## src/tpt_pkg.sv

```systemverilog
// shared constants, codes and control structs for the tlb page table translator
// no dependencies; imported by every module of the block
package tpt_pkg;

  localparam int PAGE_COUNT_DEF  = 256;
  localparam int FRAME_COUNT_DEF = 256;
  localparam int TLB_ENTRIES_DEF = 16;

  localparam int OFFSET_BITS   = 8;
  localparam int VA_W          = 16;
  localparam int PAGE_FIELD_W  = 8;
  localparam int FRAME_FIELD_W = 8;
  localparam int CFG_W         = 9;
  localparam int CNT_W         = 32;
  localparam int TLB_IDX_MAX_W = 6;

  localparam logic [CFG_W-1:0] FRAMES_RESET = 9'd256;

  typedef enum logic [1:0] {
    OC_TLB_HIT = 2'd0,
    OC_PT_HIT  = 2'd1,
    OC_FAULT   = 2'd2
  } outcome_e;

  // tlb update: optional removal, then optional fifo insert
  typedef struct packed {
    logic                     ins;
    logic                     rem;
    logic [TLB_IDX_MAX_W-1:0] rem_idx;
    logic [PAGE_FIELD_W-1:0]  page;
    logic [FRAME_FIELD_W-1:0] frame;
  } tlb_upd_t;

  // page table write: map a page, and optionally invalidate another one
  typedef struct packed {
    logic                     set_en;
    logic [PAGE_FIELD_W-1:0]  set_page;
    logic [FRAME_FIELD_W-1:0] set_frame;
    logic                     clr_en;
    logic [PAGE_FIELD_W-1:0]  clr_page;
  } pt_wr_t;

endpackage

```

## src/tpt_frame_owner.sv

```systemverilog
// frame owner memory: which page was last given each frame
// depends on tpt_pkg only through the shared defaults
module tpt_frame_owner import tpt_pkg::*; #(
  parameter int FRAME_COUNT = FRAME_COUNT_DEF,
  parameter int PW          = 8
) (
  input  logic                           clk_i,
  input  logic                           wr_en_i,
  input  logic [$clog2(FRAME_COUNT)-1:0] wr_frame_i,
  input  logic [PW-1:0]                  wr_page_i,
  input  logic                           rd_en_i,
  input  logic [$clog2(FRAME_COUNT)-1:0] rd_frame_i,
  output logic [PW-1:0]                  rd_page_o
);

  logic [PW-1:0] owner_mem [FRAME_COUNT];
  logic [PW-1:0] rd_q;

  always_ff @(posedge clk_i) begin
    if (wr_en_i) begin
      owner_mem[wr_frame_i] <= wr_page_i;
    end
    if (rd_en_i) begin
      rd_q <= owner_mem[rd_frame_i];
    end
  end

  assign rd_page_o = rd_q;

endmodule

```

## config.mk

```make
export PLATFORM = sky130hd
export DESIGN_NAME = tpt_frame_owner
export DESIGN_NICKNAME = d
export VERILOG_FILES = /design/src/tpt_pkg.sv /design/src/tpt_frame_owner.sv
export SDC_FILE = /design/constraint.sdc
export NUM_CORES = 2
export LEC_CHECK = 0
export CAP_MARGIN = 25
export CORE_ASPECT_RATIO = 1.75
export CORE_MARGIN = 1.5
export CORE_UTILIZATION = 42
export CTS_BUF_LIST = sky130_fd_sc_hd__clkbuf_8
export CTS_CLUSTER_DIAMETER = 100
export DETAILED_ROUTE_END_ITERATION = 6
export DONT_BUFFER_PORTS = 1
export HOLD_SLACK_MARGIN = 0.05
export PLACE_DENSITY = 0.7
export RECOVER_POWER = 100
export SLEW_MARGIN = 40
export SYNTH_ARGS = -nofsm -noshare
export SYNTH_HDL_FRONTEND = slang
export SYNTH_SLANG_ARGS = --single-unit
```

## constraint.sdc

```tcl
create_clock -name clk_i -period 2.2 [get_ports clk_i]
set_input_delay 0.11 -clock clk_i [delete_from_list [all_inputs] [get_ports clk_i]]
set_output_delay 0.11 -clock clk_i [all_outputs]
set_load 0.02 [all_outputs]
```

==> results.tsv <==
metric	value	unit
outcome	finished, violations left	
violations	hold timing, capacitance limit, slew limit, setup timing	
root_buffer	clkbuf_8	
setup_viol	387	
num-nets-final	4340	
avgRoutedWirePerCell	29.0	um
ant_nets	0	
synth_top_area_share	0.775	
htreeDepth	5	
cp_num_buf_inv	1	
arrival	3080	ps
cp-start-kind	flop	
timing.final.crit_share	1.12	
numCtsBuffers	267	
vias	40300	
place_area	0.0854	mm^2
vdd_drop_max	849	uV
min_path_type	input port to flop	
clk_latency	900	ps
synth_area_leaders	edfxtp_1 78%, mux4_2 13%, mux2i_1 1.7%	
maxCapViolCount	3	
rsz0062_at_grt	yes	
max_slew_margin	-0.135	
yosysUniqueCellTypes	54	
crit_fanout	1	
totalPowerFinal	74.0	mW
syn_inst	3733	
path_clk_slew	70	ps
synth_nets	3760	
grt_pass1_vias	42100	
synth_ff_type	edfxtp_1	
finClkSkew	35.1	ps
crit_required	2820	ps
avgSynthCellArea	21.3	um^2
max_slew.worst_pin.slew	1700	ps
cpPeakStageDelay	490	ps
drtPass1Iterations	6	
drive_above_1_share	0.279	
cp-end-kind	flop	
synth_area	0.0796	mm^2
wirelength	202000	um
cp_top_family	compound AO/OA/AOI/OAI gates	
final_common_cell	edfxtp_1	
start_util	0.422	
max_freq	0.407	GHz
grt_first_pass_wirelength	287000	um
rows	211	
synth_edf_count	2056	
power_density	816	mW/mm^2
timing.final.ws_setup	-258	ps
die_w	332	um
routed_via_density	5.78	
cts_sinks	2056	
synth-warning-count	0	
grt-ovfl-total	0	
hold_slack	-653	ps
dieArea	0.192	mm^2
cp_slowest_cell	mux4_2	
clockBufferDepth	4	
yosysTopAreaCell	edfxtp_1	
seq_area_frac_synth	0.775	
port_buffers	0	
hold_viol	1035	
drt-initial-drc-count	4099	
maxSlewViolCount	145	
synth-seq-cells	2056	
postCtsSetupBuffers	0	
grt_max_degree	579	
drc	0	
gp_congestion	0.859	
layout_common_cells	2056 x edfxtp_1, 454 x mux4_2, 274 x clkbuf_8	
dp_hpwl	118000	um
crit_chain	mux4_2, a22o_1, a221oi_4, o221ai_4, a211oi_4, buf_6, nor4_4	
cts_tree	built	
grt_use_total	0.205	
finalCriticalPeriod	2460	ps
detailedPlace.worstSlack	-656	ps
async_flop_share	0	
area_delta_synth_final	13.9	%
crit_type	flop to flop	
postLayoutCellArea	0.0907	mm^2
num_io_pins	35	
fp.dieH	579	um
antenna_found_initial	7	
leakagePower	28.5	nW
core	0.188	mm^2
-- cell usage after synthesis, types with 4 or more instances --
| cell type | n |
|---|---|
| clkbuf_1 | 111 |
| nand3_1 | 34 |
| nand4_1 | 10 |
| buf_6 | 21 |
| and2_1 | 6 |
| o22a_1 | 5 |
| o22ai_1 | 28 |
| o221ai_1 | 46 |
| a21oi_1 | 96 |
| buf_8 | 13 |
| nand2_1 | 33 |
| buf_2 | 31 |
| o21ai_0 | 10 |
| a22oi_1 | 133 |
| or2_2 | 4 |
| nor3_1 | 22 |
| edfxtp_1 | 2056 |
| nor2_1 | 282 |
| o32ai_1 | 4 |
| a211oi_1 | 16 |
| nor4_1 | 24 |
| o211ai_1 | 10 |
| buf_12 | 8 |
| mux4_2 | 454 |
| nor2b_1 | 31 |
| a221oi_1 | 13 |
| buf_1 | 22 |
| nand2b_1 | 8 |
| a22o_1 | 8 |
| buf_4 | 27 |
| mux2i_1 | 134 |
-- cell type report --
type / instances / area (um^2)
Tap cell: 2449 / 3060
Timing Repair Buffer: 544 / 3860
Multi-Input combinational cell: 1442 / 17000
Fill cell: 15300 / 97800
Inverter: 2 / 7.51
Clock inverter: 178 / 1150
Clock buffer: 274 / 3770
Sequential cell: 2056 / 61700
Antenna cell: 15 / 37.5
-- flip-flops by register name, summed over array words and instances, names as in the netlist --
register   flops
owner_mem   2048
rd_page_o      8
-- worst reg2reg max path: stages (launching register included) --
cell and delay [ps]:
edfxtp_1 380, mux4_2 490, a22o_1 230, a221oi_4 260, o221ai_4 150, a211oi_4 430
buf_6 190, nor4_4 50
-- path summary, 6_finish.rpt --
check                           end  slack (ps)              from  cells past startpoint
setup reg to reg       rd_page_o[3]        -260  owner_mem[18][3]                      7
setup / recovery       rd_page_o[3]        -260  owner_mem[18][3]                      7
hold / removal    owner_mem[217][2]        -650      wr_page_i[2]                      0
hold reg to reg        rd_page_o[6]        1250  owner_mem[45][6]                      6
-- where the power goes --
group	switching (mW)	internal, mW	total [mW]
clock network	13.8	13.4	27.2
logic	2.01	1.57	3.58
registers	0.0896	43.2	43.3
total	15.9	58.1	74.0
-- timing repair --
action / 4_1_cts / 5_1_grt
pin swaps: 19 / 17
hold buffers: 25 / 6
endpoints found under the hold margin: 4058 / 1820
endpoints found under the setup margin: 8 / 16
cloned: 0 / 6
gates resized for setup: 59 / 30
-- logic make-up (layout without fill, tap and decap cells) --
family / Yosys count / after routing / share of synthesized area
simple gates: 466 / 466 / 0.0263
mux: 591 / 591 / 0.146
flops: 2056 / 2056 / 0.775
buf+inv: 235 / 998 / 0.0183
other cells: 0 / 15 / 0
compound gates: 385 / 385 / 0.0342
-- metal layers --
metal  part of all wire  wire length, um  global-route usage
met5           0.000089               18                   0
met4              0.069            13800               0.136
met3              0.065            13000              0.0349
met2               0.54           109000               0.374
met1               0.33            66200               0.218
-- stage by stage --
step           setup TNS, ps  utilization  hold slack, ps  instances
2_1_floorplan              0            -             209       3733
6_report              -19200        0.481            -653       6960
5_1_grt               -20710        0.481            -713       6955
3_3_place_gp           -4600        0.453             230       6445
3_5_place_dp           -3850        0.453             229       6446
4_1_cts                -1800        0.482            -732       6922
Note: power is estimated with default switching activity, not from simulation.
