--- config.mk ---
export PLATFORM = sky130hd
export DESIGN_NAME = tpt_page_table
export DESIGN_NICKNAME = d
export VERILOG_FILES = /design/src/tpt_pkg.sv /design/src/tpt_page_table.sv
export SDC_FILE = /design/constraint.sdc
export NUM_CORES = 2
export LEC_CHECK = 0
export ABC_CLOCK_PERIOD_IN_PS = 2850
export BUFFER_PORTS_ARGS = -buffer_cell sky130_fd_sc_hd__buf_4
export CAP_MARGIN = 20
export CORE_ASPECT_RATIO = 1.2
export CORE_UTILIZATION = 55
export CTS_CLUSTER_SIZE = 14
export DETAILED_ROUTE_END_ITERATION = 10
export PLACE_DENSITY = 0.76
export SYNTH_ARGS = -nofsm -noshare
export SYNTH_HDL_FRONTEND = slang
export SYNTH_SLANG_ARGS = --single-unit
--- constraint.sdc ---
create_clock -name clk_i -period 2.85 [get_ports clk_i]
set_input_delay 0.285 -clock clk_i [delete_from_list [all_inputs] [get_ports clk_i]]
set_output_delay 0.285 -clock clk_i [all_outputs]
set_load 0.05 [all_outputs]
--- src/tpt_pkg.sv ---
// shared constants, codes and control structs for the tlb page table translator
// no dependencies; imported by every module of the block
package tpt_pkg;

  localparam int PAGE_COUNT_DEF  = 256;
  localparam int FRAME_COUNT_DEF = 256;
  localparam int TLB_ENTRIES_DEF = 16;

  localparam int OFFSET_BITS   = 8;
  localparam int VA_W          = 16;
  localparam int PAGE_FIELD_W  = 8;
  localparam int FRAME_FIELD_W = 8;
  localparam int CFG_W         = 9;
  localparam int CNT_W         = 32;
  localparam int TLB_IDX_MAX_W = 6;

  localparam logic [CFG_W-1:0] FRAMES_RESET = 9'd256;

  typedef enum logic [1:0] {
    OC_TLB_HIT = 2'd0,
    OC_PT_HIT  = 2'd1,
    OC_FAULT   = 2'd2
  } outcome_e;

  // tlb update: optional removal, then optional fifo insert
  typedef struct packed {
    logic                     ins;
    logic                     rem;
    logic [TLB_IDX_MAX_W-1:0] rem_idx;
    logic [PAGE_FIELD_W-1:0]  page;
    logic [FRAME_FIELD_W-1:0] frame;
  } tlb_upd_t;

  // page table write: map a page, and optionally invalidate another one
  typedef struct packed {
    logic                     set_en;
    logic [PAGE_FIELD_W-1:0]  set_page;
    logic [FRAME_FIELD_W-1:0] set_frame;
    logic                     clr_en;
    logic [PAGE_FIELD_W-1:0]  clr_page;
  } pt_wr_t;

endpackage

--- src/tpt_page_table.sv ---
// page table: page to frame map in a synchronous memory, valid bits in flops
// depends on tpt_pkg for the write struct
module tpt_page_table import tpt_pkg::*; #(
  parameter int PAGE_COUNT = PAGE_COUNT_DEF,
  parameter int FW         = 8
) (
  input  logic                          clk_i,
  input  logic                          rst_ni,
  input  logic                          rd_en_i,
  input  logic [$clog2(PAGE_COUNT)-1:0] rd_page_i,
  output logic [FW-1:0]                 rd_frame_o,
  input  logic [$clog2(PAGE_COUNT)-1:0] vld_page_i,
  output logic                          vld_o,
  input  pt_wr_t                        wr_i
);

  localparam int PW = $clog2(PAGE_COUNT);

  logic [FW-1:0]         map_mem [PAGE_COUNT];
  logic [FW-1:0]         rd_q;
  logic [PAGE_COUNT-1:0] valid_q;

  always_ff @(posedge clk_i) begin
    if (wr_i.set_en) begin
      map_mem[wr_i.set_page[PW-1:0]] <= wr_i.set_frame[FW-1:0];
    end
    if (rd_en_i) begin
      rd_q <= map_mem[rd_page_i];
    end
  end

  assign rd_frame_o = rd_q;

  always_ff @(posedge clk_i or negedge rst_ni) begin
    if (!rst_ni) begin
      valid_q <= '0;
    end else begin
      if (wr_i.clr_en) begin
        valid_q[wr_i.clr_page[PW-1:0]] <= 1'b0;
      end
      if (wr_i.set_en) begin
        valid_q[wr_i.set_page[PW-1:0]] <= 1'b1;
      end
    end
  end

  assign vld_o = valid_q[vld_page_i];

endmodule

==> out/qor.txt <==
Sw power: 14970 uW
Seq/Total Area, Yosys: 74.40%
Comb pwr share: 6.3%
Top FF cell, synth: edfxtp_1
Net Count, Synth: 4891
F_max: 303.0 MHz
1st-iter DRT viols: 6990
Die H: 449.0 um
Total CTS buffers: 208
Power share of the clock group: 39.4%
Commonest non-fill, non-tap cells in the layout: 2056 x edfxtp_1, 605 x buf_4, 534 x o21ai_0
Setup WS post-layout: -0.4500 ns
Die W: 374.5 um
Clk sinks: 2312
Final hold violation count: 0
First-pass GRT wire length: 351.6 mm
Synth Cell Area: 0.09159 mm^2
Root buf cell: clkbuf_16
Largest net degree at the start of global routing: 103
DPL Wire Length: 152.7 mm
Antenna Nets Post-Route: 0
Max Cap Violations: 0
Most common cell after layout, fill and taps aside: edfxtp_1
Sw frac: 21.69%
Initial antenna violation count: 10
WL final: 240.2 mm
DRT Pass-1 Iters: 8
Die Area: 0.1682 mm^2
PwrDens: 653.6 mW/mm^2
Row cnt: 163
Global route overflow: 0
Final setup violation count: 1
WS Path Type: reg -> out
Crit-path max cell delay: 0.46 ns
Post-synthesis cell count: 4846
Final non-filler cell total: 7755
Worst EP arrival: 3.02 ns
Fin. max-slew vios: 0
Core Area: 0.1650 mm^2
Worst Tran Pin Value: 0.9428 ns
Minimum clock period: 3.300 ns
Number of placed cells counting well taps: 7350
Crit-path slowest cell: mux4_2
Worst vdd ir: 668.7 uV
Total GRT Usage: 28.72%
Crit path max fanout: 2
Placed instance area: 0.09872 mm^2
Fill cell count: 10450
Hold Crit Class: in -> async
Number of H-tree levels: 4
Fin crit share: 115.8%
Crit path capture type: output pin
Register bit total from synthesis: 2312
Worst EP required: 2.57 ns
Sequential share of power: 54.3%
Synth Area in Compound Gates: 5.524%
Status: finished, violations left
Layout area overhead: 15.32%
Layout Nets: 5480
Async SR Flop Fraction: 11.07%
WL/cell: 30.98 um
GPL Wtd Cong: 0.8962
Post-synth EDFFs: 2056
Crit-path leading delay family: compound AO/OA/AOI/OAI gates
Port Buffers: 53
Largest family of logic cells by synthesized area: multiplexers
Initial Util: 55.51%
Worst path cell trace: mux4_2 > a22o_1 > nor4_1 > nor4b_1 > a311oi_2 > a22oi_2 > buf_6
DR vias: 51870
Synth Area in XOR/XNOR: 0%
Slew headroom: 37.02%
Setup total negative slack: -0.4500 ns
Vias in the first global route: 52340
Failing checks: negative setup slack
Leak: 0.03563 uW
Fraction of layout cells with a size suffix above 1: 27.35%
Synth cell types: 50
Simple-gate area share of the yosys netlist: 2.587%
CTS tree: yes
Internal Power: 54060 uW
Mux contribution to synthesized area: 15.40%
Synth Area in Adders: 0%
Syn avg cell area: 18.90 um^2
DR DRC count: 0
Io pins: 54
Clock latency on the worst-skew pair: 0.85 ns
RSZ-0062 raised after global routing: yes
Vias per inst: 6.689
Place WS: -0.5007 ns
CP startpoint kind: flop
Pwr Total: 69030 uW
Design area: 0.1056 mm^2
Clk buf depth: 3
Buffers and inverters on the worst path: 1
Clock Skew: 0.03221 ns
Worst-path clk slew: 0.07 ns
Yosys synthesis warning count: 0
==> cell type report <==
type	instances	area [um^2]	area share (%)
antenna	2	5.005	0.004738
clock buffer	279	5683	5.381
clock inverter	104	880.8	0.8340
inverter	7	28.78	0.02725
multi-input combinational	2192	21730	20.58
sequential	2312	68150	64.52
tap	2145	2684	2.541
timing repair buffer	714	6460	6.116
==> sequential cells by signal, summed over array words and instances (netlist names) <==
| name | cells |
|---|---|
| valid_q | 256 |
| rd_frame_o | 8 |
| map_mem | 2048 |
==> cell families (layout without fill, tap and decap cells) <==
kind of cell | Yosys count | after routing
flip-flops | 2312 | 2312
other | 0 | 2
AND/OR/NAND/NOR | 535 | 535
buffers and inverters | 342 | 1104
AO/OA/AOI/OAI | 863 | 863
multiplexers | 794 | 794
==> worst paths after layout <==
check,slack (ns),from,cells after the start,end
worst min-delay path,0.02,rst_ni,2,valid_q[216]
max in group asynchronous,1.96,rst_ni,3,valid_q[240]
worst max register to register,0.07,map_mem[40][0],6,rd_frame_o[0]
min in group clk_i,0.05,wr_i[15],1,map_mem[152][6]
worst min register to register,0.51,valid_q[146],2,valid_q[146]
worst max-delay path,-0.45,valid_q[75],7,vld_o
==> metal layers <==
layer,up-vias,track usage [%],part of all wire (%)
li1,20960,-,-
met1,26600,37.29,35
met2,3503,46.34,49
met3,799,5.189,9.9
met4,8,15.75,6.2
met5,-,0,0.025
==> synthesized netlist by cell type, drive strengths merged, types with 2 or more instances <==
cell	count	area [um^2]
a2111oi	5	50.04
a21oi	64	320.3
a221oi	9	78.83
a22o	22	192.7
a22oi	21	157.7
a311oi	3	26.28
a31oi	2	12.51
and2	3	18.77
buf	147	1179
clkbuf	188	705.7
dfrtp	256	6406
edfxtp	2056	61740
inv	6	22.52
mux2	22	247.7
mux2i	282	2823
mux4	490	11040
nand2	80	300.3
nand2b	7	43.79
nand3	38	190.2
nand3b	2	15.01
nand4	9	56.30
nor2	285	1070
nor2b	20	125.1
nor3	46	230.2
nor4	36	256.5
o21ai	539	2698
o221ai	96	840.8
o22ai	79	494.2
o311ai	9	78.83
o31ai	9	67.56
or2	5	31.28
==> power by group through the flow <==
stage	clock network, uW	logic [uW]	registers [uW]
after floorplan	0	2230	38100
after CTS	27300	4340	37400
after global placement	0	4160	38100
after global routing	28600	4600	37500
final	27200	4380	37500
after detailed placement	0	4260	38200
==> worst reg2reg max path, stage by stage, from the launching register on <==
cell      delay [ns]
edfxtp_1        0.38
mux4_2          0.52
mux4_2          0.50
a22o_1          0.28
nor4_1          0.54
buf_4           0.24
nor4_1          0.05
==> timing repair <==
action / CTS / global route
pin swaps: 6 / 0
endpoints found under the hold margin: 379 / 0
hold buffers: 19 / 0
resized for setup: 20 / 4
endpoints found under the setup margin: 2 / 2
buffers inserted: 1 / 0
==> metrics by stage <==
step,hold slack (ns),utilization (%)
6_report,0.02158,64.02
5_1_grt,0.05774,64.01
4_1_cts,0.007904,63.99
3_5_place_dp,0.3249,59.83
3_3_place_gp,0.3092,59.83
2_1_floorplan,-0.01059,-
(Power assumes the default switching activity.)
