**config.mk**
```make
export PLATFORM = sky130hd
export DESIGN_NAME = tpt_tlb
export DESIGN_NICKNAME = d
export VERILOG_FILES = /design/src/tpt_pkg.sv /design/src/tpt_tlb.sv
export SDC_FILE = /design/constraint.sdc
export NUM_CORES = 1
export LEC_CHECK = 0
export ABC_CLOCK_PERIOD_IN_PS = 5900
export BUFFER_PORTS_ARGS = -buffer_cell sky130_fd_sc_hd__buf_2
export CORE_ASPECT_RATIO = 2
export CORE_MARGIN = 2
export CORE_UTILIZATION = 31
export CTS_CLUSTER_DIAMETER = 80
export DETAILED_ROUTE_END_ITERATION = 6
export PLACE_DENSITY = 0.5
export SYNTH_ARGS = -nofsm -noshare
export SYNTH_HDL_FRONTEND = slang
export SYNTH_SLANG_ARGS = --single-unit
```
**constraint.sdc**
```tcl
create_clock -name clk_i -period 5.9 [get_ports clk_i]
set_clock_uncertainty 0.05 [all_clocks]
set_input_delay 0.295 -clock clk_i [delete_from_list [all_inputs] [get_ports clk_i]]
set_output_delay 0.295 -clock clk_i [all_outputs]
set_load 0.03 [all_outputs]
```
**src/tpt_pkg.sv**
```systemverilog
// shared constants, codes and control structs for the tlb page table translator
// no dependencies; imported by every module of the block
package tpt_pkg;

  localparam int PAGE_COUNT_DEF  = 256;
  localparam int FRAME_COUNT_DEF = 256;
  localparam int TLB_ENTRIES_DEF = 16;

  localparam int OFFSET_BITS   = 8;
  localparam int VA_W          = 16;
  localparam int PAGE_FIELD_W  = 8;
  localparam int FRAME_FIELD_W = 8;
  localparam int CFG_W         = 9;
  localparam int CNT_W         = 32;
  localparam int TLB_IDX_MAX_W = 6;

  localparam logic [CFG_W-1:0] FRAMES_RESET = 9'd256;

  typedef enum logic [1:0] {
    OC_TLB_HIT = 2'd0,
    OC_PT_HIT  = 2'd1,
    OC_FAULT   = 2'd2
  } outcome_e;

  // tlb update: optional removal, then optional fifo insert
  typedef struct packed {
    logic                     ins;
    logic                     rem;
    logic [TLB_IDX_MAX_W-1:0] rem_idx;
    logic [PAGE_FIELD_W-1:0]  page;
    logic [FRAME_FIELD_W-1:0] frame;
  } tlb_upd_t;

  // page table write: map a page, and optionally invalidate another one
  typedef struct packed {
    logic                     set_en;
    logic [PAGE_FIELD_W-1:0]  set_page;
    logic [FRAME_FIELD_W-1:0] set_frame;
    logic                     clr_en;
    logic [PAGE_FIELD_W-1:0]  clr_page;
  } pt_wr_t;

endpackage

```
**src/tpt_tlb.sv**
```systemverilog
// fully associative tlb with fifo order kept by shifting entries down
// depends on tpt_pkg for the update struct
module tpt_tlb import tpt_pkg::*; #(
  parameter int ENTRIES = TLB_ENTRIES_DEF,
  parameter int PW      = 8,
  parameter int FW      = 8
) (
  input  logic                       clk_i,
  input  logic                       rst_ni,
  input  logic [PW-1:0]              key_i,
  output logic                       hit_o,
  output logic [$clog2(ENTRIES)-1:0] hit_idx_o,
  output logic [FW-1:0]              hit_frame_o,
  input  tlb_upd_t                   upd_i
);

  localparam int IW = $clog2(ENTRIES);
  localparam int CW = $clog2(ENTRIES + 1);

  logic [PW-1:0] tag_q   [ENTRIES];
  logic [FW-1:0] frame_q [ENTRIES];
  logic [CW-1:0] fill_q;

  logic [PW-1:0] tag1 [ENTRIES];
  logic [FW-1:0] frm1 [ENTRIES];
  logic [PW-1:0] tag2 [ENTRIES];
  logic [FW-1:0] frm2 [ENTRIES];
  logic [PW-1:0] tag_d   [ENTRIES];
  logic [FW-1:0] frame_d [ENTRIES];
  logic [CW-1:0] fill1, fill2, fill_d;
  logic [IW-1:0] rem_idx;

  // lookup, lowest matching slot wins
  always_comb begin
    hit_o     = 1'b0;
    hit_idx_o = '0;
    for (int i = ENTRIES - 1; i >= 0; i--) begin
      if (CW'(i) < fill_q && tag_q[i] == key_i) begin
        hit_o     = 1'b1;
        hit_idx_o = IW'(i);
      end
    end
  end

  assign hit_frame_o = frame_q[hit_idx_o];
  assign rem_idx     = upd_i.rem_idx[IW-1:0];

  always_comb begin
    // removal at a given slot
    for (int i = 0; i < ENTRIES; i++) begin
      tag1[i] = tag_q[i];
      frm1[i] = frame_q[i];
    end
    for (int i = 0; i < ENTRIES - 1; i++) begin
      if (upd_i.rem && IW'(i) >= rem_idx) begin
        tag1[i] = tag_q[i+1];
        frm1[i] = frame_q[i+1];
      end
    end
    fill1 = upd_i.rem ? fill_q - CW'(1) : fill_q;

    // full on insert: drop the oldest
    for (int i = 0; i < ENTRIES; i++) begin
      tag2[i] = tag1[i];
      frm2[i] = frm1[i];
    end
    fill2 = fill1;
    if (upd_i.ins && fill1 == CW'(ENTRIES)) begin
      for (int i = 0; i < ENTRIES - 1; i++) begin
        tag2[i] = tag1[i+1];
        frm2[i] = frm1[i+1];
      end
      fill2 = fill1 - CW'(1);
    end

    // append at the tail
    for (int i = 0; i < ENTRIES; i++) begin
      tag_d[i]   = tag2[i];
      frame_d[i] = frm2[i];
      if (upd_i.ins && CW'(i) == fill2) begin
        tag_d[i]   = upd_i.page[PW-1:0];
        frame_d[i] = upd_i.frame[FW-1:0];
      end
    end
    fill_d = upd_i.ins ? fill2 + CW'(1) : fill2;
  end

  always_ff @(posedge clk_i) begin
    tag_q   <= tag_d;
    frame_q <= frame_d;
  end

  always_ff @(posedge clk_i or negedge rst_ni) begin
    if (!rst_ni) begin
      fill_q <= '0;
    end else begin
      fill_q <= fill_d;
    end
  end

endmodule

```
==> impl_metrics.py <==
metrics = {
    "floorplan": {
        "rows": 115,
        "initial_utilization": 0.313,
        "core_mm2": 0.0492,
        "io_pins": 47,
        "die_w_um": 162,
        "dieArea_mm2": 0.0516,
        "fp.dieH_um": 319,
    },
    "sta": {
        "setup_viol": 0,
        "max_freq_ghz": 0.217,
        "holdWs_ps": 64.9,
        "tightest_slew_ps": 1060,
        "slew-limit-headroom": 0.294,
        "period_minus_slack_ps": 4600,
        "rsz0062_at_grt": "false",
        "hold_viol": 0,
        "setup_tns_ps": 0,
        "slew_violations": 0,
        "finalCritPeriodShare": 0.780,
    },
    "yosys": {
        "synth_xor_area_frac": 0.0789,
        "yosys_warnings": 0,
        "postSynthCellCount": 1819,
        "synth_fp_nets": 1861,
        "ys_seq_area_frac": 0.361,
        "ys_ff_latch": 261,
        "synth_edf_count": 32,
        "synth_compound_area_frac": 0.222,
        "async_flop_share": 0.0192,
        "avgSynthCellArea_um2": 8.47,
        "syn_area_mm2": 0.0154,
        "synthSimpleGateAreaFrac": 0.172,
        "synth_mux_area_frac": 0.102,
        "synthAdderAreaFrac": 0.00649,
        "synth_top_flop_cell": "dfxtp_1",
        "synth_cell_type_count": 63,
        "synth_top_family_by_area": "compound AO/OA/AOI/OAI gates",
    },
    "route": {
        "drtIter0Drc": 915,
        "ant_nets": 0,
        "dr.pass1.iters": 7,
        "via_count": 13500,
        "avgRoutedWirePerCell_um": 21.7,
        "routed_wl_um": 52600,
        "vias_per_cell": 5.57,
        "drc": 0,
    },
    "setup_path": {
        "criticalPathCategory": "flip-flop to output pin",
        "crit_arrival_ps": 4260,
        "cp-start-kind": "flip-flop",
        "end_kind": "output pin",
        "cp_cell_sequence": "xor2_1 > nor4_1 > o211ai_1 > nand2_1 > o21ai_0 > a21oi_4 > buf_4 > mux2i_1 > mux2i_1 > mux2i_1 > mux2i_1 > buf_2",
        "path_buf_inv": 2,
        "max_stage_delay_ps": 570,
        "rr_endpoint": "tag_q[121]$_DFFE_PP_",
        "r2r-start": "fill_q[0]$_DFF_PN0_",
        "critPathRequiredTime_ps": 5560,
        "critPathSlowestCell": "nor4_1",
        "ff2ff_setup_slack_ps": 1470,
        "path_common_cell": "mux2i_1",
        "cp_max_fo": 32,
        "crit_family": "multiplexers",
        "r2r_cells": 14,
    },
    "power_and_ir_drop": {
        "leakagePower_nw": 6.32,
        "clkPwrFrac": 0.195,
        "p_int_mw": 4.95,
        "combPwrFrac": 0.377,
        "swShare": 0.412,
        "vdd_drop_max_v": 0.000187,
        "p_sw_mw": 3.47,
        "powerDensity_mw_per_mm2": 506,
        "pwr-share-seq": 0.429,
    },
    "clock_network": {
        "cts_tree": "done",
        "cts.clk_slew.worst_paths_ps": 70,
        "htreeDepth": 1,
        "cts_root_buf": "clkbuf_16",
        "insertion_delay_ps": 550,
        "postCtsSetupBuffers": 0,
        "clock_sinks": 261,
        "cts.path.max_buffers": 3,
        "cts_buffers": 25,
    },
    "grt": {
        "grt_pass1_wl_um": 79600,
        "grt_max_degree": 34,
        "grt_use_total": 0.199,
        "grt_overflow_total": 0,
        "grt_pass1_vias": 13500,
        "antenna_found_initial": 0,
    },
    "cells_and_area": {
        "synthToLayoutAreaGrowth_pct": 7.93,
        "nets": 1807,
        "drive_above_1_share": 0.103,
        "n_antenna_cell": 0,
        "layout_commonest_cell": "nand2_1",
        "fin_cells": 2426,
        "most-common-layout-cells": "nand2_1 (251), nor2_1 (237), dfxtp_1 (224), o22ai_1 (177), o31ai_1 (156)",
    },
    "placed_design": {
        "dp_hpwl_um": 41200,
        "gp_congestion": 0.864,
        "dpl.cell_count": 2380,
        "io_buffers": 44,
    },
    "hold_path": {
        "min_path_type": "input pin to asynchronous set/reset pin",
    },
    "status": {
        "status": "finished, final reports clean",
    },
    "run": {
        "maxCapViolations": 0,
    },
}
-- per-layer routing --
layer  share of wire  track usage  wire, µm  vias to the layer above
met5               0            0         0                        -
met1            0.33        0.181     17100                     6420
met2            0.59        0.418     31100                      419
met4           0.055        0.110      2890                        0
li1                -            -         -                     6517
met3           0.029       0.0159      1500                      166
-- kinds of logic after synthesis --
logic type | count (synthesis)
XOR/XNOR | 138
flip-flops | 261
AND/OR/NAND/NOR | 608
buffers and inverters | 159
multiplexers | 155
AO/OA/AOI/OAI | 490
adder cells (fa/ha/maj) | 8
-- cell usage after synthesis, types with 22 or more instances --
cell	instances	area share
o21ai_0	23	0.0075
xor2_1	77	0.044
o22ai_1	177	0.072
buf_2	49	0.016
clkbuf_1	62	0.015
mux2i_1	152	0.099
nor2_1	243	0.059
a21oi_1	39	0.013
buf_4	22	0.011
edfxtp_1	32	0.062
nand2_1	251	0.061
xnor2_1	60	0.034
dfxtp_1	224	0.29
o31ai_1	156	0.076
-- power groups by stage --
stage	registers (mW)	clock network, mW	logic [mW]
finish	3.61	1.64	3.17
global route	3.72	1.73	3.45
CTS	3.58	1.67	3.17
detailed placement	3.62	0	3.16
global placement	3.58	0	3.05
floorplan	3.29	0	2.52
-- how the worst max path moves through the flow --
stage | endpoint | start | slack (ps) | depth (start not counted)
after global routing | hit_frame_o[5] | fill_q[2]$_DFF_PN0_ | 1090 | 12
after detailed placement | tag_q[123]$_DFFE_PP_ | fill_q[0]$_DFF_PN0_ | 1450 | 14
after floorplan | frame_q[120]$_DFFE_PP_ | fill_q[1]$_DFF_PN0_ | 1170 | 18
after CTS | hit_frame_o[2] | tag_q[25]$_DFF_P_ | 1380 | 12
final | hit_frame_o[5] | tag_q[25]$_DFF_P_ | 1300 | 12
after global placement | tag_q[123]$_DFFE_PP_ | fill_q[0]$_DFF_PN0_ | 1500 | 14
-- area by class of cell --
cell class	count	area, µm²
clock buffers	38	726
inverters	7	26.3
multi-input cells	1399	9030
well taps	643	805
repair buffers	71	425
fillers	5168	32600
flip-flops and latches	261	5570
clock inverters	7	56.3
-- stage by stage --
stage	worst slack, ps	total power, mW	instance area [µm²]	utilization
2_1_floorplan	1170	5.81	15400	-
5_1_grt	1090	8.90	16600	0.338
6_report	1300	8.41	16600	0.338
4_1_cts	1380	8.43	16600	0.338
3_3_place_gp	1500	6.63	15800	0.322
3_5_place_dp	1450	6.78	15800	0.322
-- state kept, by name (all words and copies together), names as in the netlist --
name and flops:
fill_q 5, frame_q 128, tag1 8, tag_q 120
-- what timing repair did --
| action | 4_1_cts | 5_1_grt |
|---|---|---|
| hold buffers | 1 | 0 |
| hold endpoints to repair | 5 | 0 |
| resized for setup | 0 | 0 |
No activity file was read; power rests on OpenSTA's default activity.
